`config.mk`:
```
export PLATFORM = sky130hd
export DESIGN_NAME = ppm_frame_generator_core
export DESIGN_NICKNAME = d
export VERILOG_FILES = /design/src/rtl/ppmfg_pkg.sv /design/src/rtl/ppmfg_slot_engine.sv /design/src/rtl/ppm_frame_generator_core.sv
export SDC_FILE = /design/constraint.sdc
export NUM_CORES = 1
export LEC_CHECK = 0
export BUFFER_PORTS_ARGS = -buffer_cell sky130_fd_sc_hd__buf_4
export CORE_ASPECT_RATIO = 1.5
export CORE_MARGIN = 2
export CORE_UTILIZATION = 48
export CTS_CLUSTER_DIAMETER = 40
export DETAILED_ROUTE_END_ITERATION = 8
export HOLD_SLACK_MARGIN = 0.05
export PLACE_DENSITY = 0.61
export RECOVER_POWER = 25
export SLEW_MARGIN = 5
export SYNTH_ARGS = -nofsm -noshare
export SYNTH_HDL_FRONTEND = slang
export SYNTH_SLANG_ARGS = --single-unit
```
`constraint.sdc`:
```
create_clock -name i_clk -period 9.2 [get_ports i_clk]
set_input_delay 1.84 -clock i_clk [delete_from_list [all_inputs] [get_ports i_clk]]
set_output_delay 1.84 -clock i_clk [all_outputs]
set_load 0.01 [all_outputs]
```
`src/rtl/ppmfg_pkg.sv`:
```
// Shared types and constants for the PPM frame generator.
`timescale 1ns / 1ps

package ppmfg_pkg;

    localparam int PULSE_W  = 10;
    localparam int FRAME_W  = 16;
    localparam int CHW_W    = 12;
    localparam int CHAN_W   = 3;
    localparam int SLOT_W   = 4;
    localparam int CFG_IDX_W  = 2;
    localparam int CFG_DATA_W = 16;

    localparam logic [PULSE_W-1:0] RST_PULSE_WIDTH  = 10'd300;
    localparam logic [FRAME_W-1:0] RST_FRAME_PERIOD = 16'd22500;
    localparam logic [CHW_W-1:0]   RST_CHAN_WIDTH   = 12'd1500;

    localparam logic CMD_TICK  = 1'b0;
    localparam logic CMD_WRITE = 1'b1;

    localparam logic [CFG_IDX_W-1:0] REG_PULSE_WIDTH  = 2'd0;
    localparam logic [CFG_IDX_W-1:0] REG_FRAME_PERIOD = 2'd1;
    localparam logic [CFG_IDX_W-1:0] REG_ACTIVE_LEVEL = 2'd2;

    typedef struct packed {
        logic              command;
        logic [CHAN_W-1:0] channel;
        logic [CHW_W-1:0]  width;
    } t_in_item;

    typedef struct packed {
        logic              pin_level;
        logic [SLOT_W-1:0] slot;
        logic              frame_start;
    } t_out_item;

    typedef struct packed {
        logic [PULSE_W-1:0] pulse_width;
        logic [FRAME_W-1:0] frame_period;
        logic               active_level;
    } t_cfg;

endpackage

```
`src/rtl/ppmfg_slot_engine.sv`:
```
// Slot sequencer: phase timer, slot counter, frame accounting and channel width store.
`timescale 1ns / 1ps

module ppmfg_slot_engine #(
    parameter int CHANNELS = 6
) (
    input  logic                 i_clk,
    input  logic                 i_rst_n,
    input  logic                 i_accept,
    input  ppmfg_pkg::t_in_item  i_item,
    input  ppmfg_pkg::t_cfg      i_cfg,
    output ppmfg_pkg::t_out_item o_result
);

    localparam int IDX_W = (CHANNELS > 1) ? $clog2(CHANNELS) : 1;
    localparam logic [ppmfg_pkg::SLOT_W-1:0] LAST_SLOT = ppmfg_pkg::SLOT_W'(CHANNELS);

    logic                                r_phase;
    logic                                r_first;
    logic [ppmfg_pkg::SLOT_W-1:0]        r_slot;
    logic [ppmfg_pkg::FRAME_W-1:0]       r_timer;
    logic [ppmfg_pkg::FRAME_W-1:0]       r_used;
    logic [ppmfg_pkg::CHW_W-1:0]         r_width [CHANNELS];

    logic                                n_phase;
    logic                                n_first;
    logic [ppmfg_pkg::SLOT_W-1:0]        n_slot;
    logic [ppmfg_pkg::FRAME_W-1:0]       n_timer;
    logic [ppmfg_pkg::FRAME_W-1:0]       n_used;

    logic                                start;
    logic                                in_sync;
    logic                                wr_hit;
    logic [ppmfg_pkg::CHW_W-1:0]         rd_width;
    logic [ppmfg_pkg::FRAME_W:0]         sync_sum;

    assign in_sync  = (r_slot >= LAST_SLOT);
    assign wr_hit   = i_accept && (i_item.command == ppmfg_pkg::CMD_WRITE)
                      && ({1'b0, i_item.channel} < LAST_SLOT);
    assign rd_width = in_sync ? ppmfg_pkg::RST_CHAN_WIDTH : r_width[r_slot[IDX_W-1:0]];
    assign sync_sum = {1'b0, r_used} + {7'b0, i_cfg.pulse_width};

    always_comb begin
        n_phase = r_phase;
        n_first = r_first;
        n_slot  = r_slot;
        n_timer = r_timer;
        n_used  = r_used;
        start   = 1'b0;
        if (i_accept && (i_item.command == ppmfg_pkg::CMD_TICK)) begin
            if (r_timer > 16'd1) begin
                n_timer = r_timer - 16'd1;
            end else if (r_phase) begin
                // pulse begins
                n_slot  = (r_first || in_sync) ? '0 : r_slot + 4'd1;
                n_first = 1'b0;
                start   = (n_slot == '0);
                n_phase = 1'b0;
                n_timer = (i_cfg.pulse_width != '0) ? {6'b0, i_cfg.pulse_width} : 16'd1;
            end else begin
                // pulse ends
                n_phase = 1'b1;
                if (in_sync) begin
                    n_timer = (sync_sum < {1'b0, i_cfg.frame_period})
                              ? 16'({1'b0, i_cfg.frame_period} - sync_sum) : 16'd1;
                    n_used  = '0;
                end else begin
                    n_timer = (rd_width > {2'b0, i_cfg.pulse_width})
                              ? {4'b0, rd_width - {2'b0, i_cfg.pulse_width}} : 16'd1;
                    n_used  = r_used + {4'b0, rd_width};
                end
            end
        end
    end

    always_comb begin
        o_result.pin_level   = n_phase ? ~i_cfg.active_level : i_cfg.active_level;
        o_result.slot        = n_slot;
        o_result.frame_start = start;
    end

    always_ff @(posedge i_clk) begin
        if (!i_rst_n) begin
            r_phase <= 1'b1;
            r_first <= 1'b1;
            r_slot  <= '0;
            r_timer <= 16'd1;
            r_used  <= '0;
        end else begin
            r_phase <= n_phase;
            r_first <= n_first;
            r_slot  <= n_slot;
            r_timer <= n_timer;
            r_used  <= n_used;
        end
    end

    always_ff @(posedge i_clk) begin
        if (!i_rst_n) begin
            for (int i = 0; i < CHANNELS; i++) begin
                r_width[i] <= ppmfg_pkg::RST_CHAN_WIDTH;
            end
        end else if (wr_hit) begin
            r_width[i_item.channel[IDX_W-1:0]] <= i_item.width;
        end
    end

endmodule

```
`src/rtl/ppm_frame_generator_core.sv`:
```
// Top level of the PPM frame generator: config registers, handshake and result register.
//
//  channel   direction  signals                             payload
//  input     in         i_in_valid / o_in_ready             i_in_item  (t_in_item)
//  result    out        o_out_valid / i_out_ready           o_out_item (t_out_item)
//  config    in         i_cfg_we / i_cfg_index / i_cfg_data  write only
//
// One transfer in per cycle while o_in_ready is high; its result is registered in r_out.
// The state update and result are one pass of the slot sequencer's countdown and compare.
// Input is taken whenever the result register is empty or is being read this cycle.
// Synchronous active-low reset restores config defaults and all channel widths to 1500.
`timescale 1ns / 1ps

module ppm_frame_generator_core #(
    parameter int CHANNELS = 6
) (
    input  logic                                  i_clk,
    input  logic                                  i_rst_n,
    input  logic                                  i_in_valid,
    output logic                                  o_in_ready,
    input  ppmfg_pkg::t_in_item                   i_in_item,
    output logic                                  o_out_valid,
    input  logic                                  i_out_ready,
    output ppmfg_pkg::t_out_item                  o_out_item,
    input  logic                                  i_cfg_we,
    input  logic [ppmfg_pkg::CFG_IDX_W-1:0]       i_cfg_index,
    input  logic [ppmfg_pkg::CFG_DATA_W-1:0]      i_cfg_data
);

    ppmfg_pkg::t_cfg      r_cfg;
    ppmfg_pkg::t_out_item r_out;
    logic                 r_out_valid;
    ppmfg_pkg::t_out_item result;
    logic                 accept;

    assign o_in_ready  = !r_out_valid || i_out_ready;
    assign accept      = i_in_valid && o_in_ready;
    assign o_out_valid = r_out_valid;
    assign o_out_item  = r_out;

    always_ff @(posedge i_clk) begin
        if (!i_rst_n) begin
            r_cfg.pulse_width  <= ppmfg_pkg::RST_PULSE_WIDTH;
            r_cfg.frame_period <= ppmfg_pkg::RST_FRAME_PERIOD;
            r_cfg.active_level <= 1'b1;
        end else if (i_cfg_we) begin
            unique case (i_cfg_index)
                ppmfg_pkg::REG_PULSE_WIDTH:  r_cfg.pulse_width  <= i_cfg_data[9:0];
                ppmfg_pkg::REG_FRAME_PERIOD: r_cfg.frame_period <= i_cfg_data;
                ppmfg_pkg::REG_ACTIVE_LEVEL: r_cfg.active_level <= i_cfg_data[0];
                default: ;
            endcase
        end
    end

    ppmfg_slot_engine #(
        .CHANNELS (CHANNELS)
    ) u_engine (
        .i_clk    (i_clk),
        .i_rst_n  (i_rst_n),
        .i_accept (accept),
        .i_item   (i_in_item),
        .i_cfg    (r_cfg),
        .o_result (result)
    );

    always_ff @(posedge i_clk) begin
        if (!i_rst_n) begin
            r_out_valid <= 1'b0;
        end else if (accept) begin
            r_out_valid <= 1'b1;
        end else if (i_out_ready) begin
            r_out_valid <= 1'b0;
        end
    end

    always_ff @(posedge i_clk) begin
        if (accept) begin
            r_out <= result;
        end
    end

endmodule
```
==> flow_summary.json <==
{
  "antenna_found_initial": 0,
  "critPathMaxFanout": 41,
  "crit_path_start_kind": "primary input",
  "setup_tns_ns": 0,
  "firstDrtPassIters": 6,
  "num_antenna_cells": 0,
  "clock_latency_ns": 0.44,
  "ir_drop_mv": 0.171,
  "ant_nets": 0,
  "worst_ep_arrival_time_ns": 5.65,
  "cts.sinks": 166,
  "synth_edf_count": 100,
  "syn_inst": 1052,
  "worstHoldPathCells": 2,
  "yosysUniqueCellTypes": 79,
  "clockBufferDepth": 2,
  "numCtsBuffers": 17,
  "worstReg2RegEnd": "u_engine.r_timer[1]",
  "p_total_mw": 1.89,
  "skew_ns": 0.0139,
  "period_share_pct": 58.3,
  "yosysWarnings": 0,
  "start_util_pct": 48.7,
  "ctsResizeCount": 0,
  "vias_per_cell": 5.80,
  "final_core_util_pct": 54.3,
  "worst_pin_slew_ns": 2.25,
  "violations": "capacitance limit, slew limit",
  "setup_violations": 0,
  "ff2ff_setup_slack_ns": 4.18,
  "reg2reg_depth": 17,
  "slew_headroom_pct": -50.1,
  "htreeDepth": 4,
  "place.gp.congestion": 0.960,
  "netlist_area_um2": 10200,
  "fmax_ghz": 0.187,
  "pre_cts_slack_ns": 4.24,
  "place_hpwl_um": 20500,
  "ios": 47,
  "vias": 8010,
  "hold_class": "flop to flop",
  "hold_viol": 0,
  "cp_common_cell": "clkbuf_1",
  "grt_max_degree": 42,
  "ys_ff_latch": 166,
  "drt_wl_total_um": 27300,
  "setup_slack_ns": 3.84,
  "grt_pass1_vias": 7958,
  "final_common_cell": "nand2_1",
  "cts_tree": "yes",
  "drv_slew": 79,
  "ctsHoldBuffers": 0,
  "die_area_um2": 22500,
  "clkTransAtPathRegs_ns": 0.07,
  "area_delta_synth_final_pct": 11.6,
  "ys.flop_type": "edfxtp_1",
  "numPortBuffers": 46,
  "synth_async_sr_flop_share_pct": 0,
  "coreArea_um2": 21000,
  "cap_violations": 2,
  "nets": 1213,
  "grt_overflow": 0,
  "worstPathCellList": "clkbuf_1 > clkinv_1 > clkbuf_1 > or4_1 > nor2_1",
  "power.density_nw_per_um2": 165,
  "post_cts_buffers": 0,
  "rsz0062_at_grt": "false",
  "final_cell_mix": "136 x nand2_1, 100 x edfxtp_1, 74 x inv_1, 74 x nor2_1, 69 x ha_1",
  "fp.dieW_um": 123,
  "grt_pass1_wl_um": 42700,
  "min_from": "r_cfg[16]",
  "critPathMaxStageDelay_ns": 1.56,
  "drc": 0,
  "drt-initial-drc-count": 500,
  "period_minus_slack_ns": 5.36,
  "fp.dieH_um": 183,
  "r2r-start": "r_cfg[17]",
  "syn_area_per_cell_um2": 9.70,
  "status": "complete, but fails checks",
  "synth-seq-area-share_pct": 42.4,
  "cp_slowest_cell": "clkbuf_1",
  "crit_type": "primary input to flop",
  "required_ns": 9.49,
  "root_buffer": "clkbuf_16",
  "end_kind": "flop",
  "whs_endpoint": "r_cfg[16]",
  "rows": 65,
  "drive_above_1_share_pct": 11.2,
  "grt_usage_pct": 25.4,
  "post_drt_wl_per_cell_um": 19.7,
  "p_leak_nw": 4.39
}
[logic make-up after synthesis]
logic type,after synthesis,synth area share (%)
compound gates,230,14.8
xor+xnor,51,4.38
fa+ha+maj,73,9.24
buf+inv,121,4.87
flops,166,42.4
mux,29,5.71
other cells,1,0.0367
simple gates,381,18.6
[report_power, final]
part / switching [mW] / internal (mW) / leakage, nW
clock: 0.320 / 0.447 / 0.299
sequential: 0.0202 / 0.816 / 1.47
combinational: 0.177 / 0.104 / 2.62
total: 0.518 / 1.37 / 4.39
[layout make-up]
cell class / instances / area (um^2)
Clock buffer: 20 / 457
Clock inverter: 12 / 163
Fill cell: 1981 / 9590
Inverter: 75 / 282
Multi-Input combinational cell: 786 / 5470
Sequential cell: 166 / 4330
Tap cell: 268 / 335
Timing Repair Buffer: 55 / 364
[registers in the layout, indices dropped and copies added, names as in the netlist]
register,count
o_out_item,6
u_engine.r_timer,16
u_engine.r_used,16
u_engine.r_first,1
u_engine.r_width,94
o_out_valid,1
r_cfg,27
u_engine.r_phase,1
u_engine.r_slot,4
[worst max-delay path, delay by kind of cell]
kind / cells / cell delay, ns
and+or+nand+nor: 2 / 1.09
buffers and inverters: 3 / 2.66
[worst max-delay path by stage]
stage	start	end
detailed placement	r_cfg[17]	u_engine.r_timer[0]
global route	i_rst_n	u_engine.r_width[1][1]
floorplan	u_engine.r_slot[0]	u_engine.r_timer[1]
CTS	r_cfg[17]	u_engine.r_timer[0]
finish	i_rst_n	u_engine.r_width[1][11]
global placement	r_cfg[17]	u_engine.r_timer[1]
[Yosys cell counts, types with 3 or more instances]
| cell | number | area, um^2 |
|---|---|---|
| o41ai_1 | 3 | 26.3 |
| nor2b_1 | 6 | 37.5 |
| or3_1 | 5 | 31.3 |
| edfxtp_1 | 100 | 3000 |
| or4_1 | 4 | 30.0 |
| fa_1 | 4 | 80.1 |
| xnor2_1 | 33 | 289 |
| buf_1 | 7 | 26.3 |
| nor4_1 | 10 | 62.6 |
| o21ai_0 | 35 | 175 |
| nand3_1 | 29 | 145 |
| dfxtp_1 | 66 | 1320 |
| mux2_2 | 4 | 45.0 |
| o211ai_1 | 20 | 150 |
| nand2b_1 | 28 | 175 |
| nor3_1 | 26 | 130 |
| a31oi_1 | 13 | 81.3 |
| inv_1 | 74 | 278 |
| clkbuf_1 | 29 | 109 |
| buf_2 | 6 | 30.0 |
| ha_1 | 69 | 863 |
| a21o_1 | 19 | 143 |
| o31ai_1 | 3 | 22.5 |
| a311oi_1 | 3 | 26.3 |
| o21a_1 | 10 | 75.1 |
| xor2_1 | 18 | 158 |
| nand4_1 | 9 | 56.3 |
| a22oi_1 | 8 | 60.1 |
| nand2_1 | 136 | 510 |
| nor2_1 | 74 | 278 |
| mux4_2 | 23 | 518 |
| a211oi_1 | 14 | 105 |
| or2_2 | 4 | 25.0 |
| a21oi_1 | 67 | 335 |
| o2111ai_1 | 5 | 43.8 |
| and3_1 | 8 | 50.1 |
| nand3b_1 | 6 | 45.0 |
| and2_1 | 16 | 100 |
| o21ai_1 | 4 | 20.0 |
[layer usage]
metal	wire (um)	part of all wire [%]	track usage, %	up-vias
met5	0	0	0	-
met4	1800	6.6	15.9	0
met3	1060	3.9	3.81	64
met2	14000	51	44.6	240
met1	10500	38	28.2	3827
li1	-	-	-	3879
[through the flow]
stage               std cells  instance area, um^2  hold slack (ns)
floorplan                1073                10300            0.436
global placement         1350                10800            0.445
detailed placement       1350                10800            0.450
CTS                      1382                11400            0.459
global route             1382                11400            0.483
finish                   1382                11400            0.457
Power figures use the tool's default switching activity.
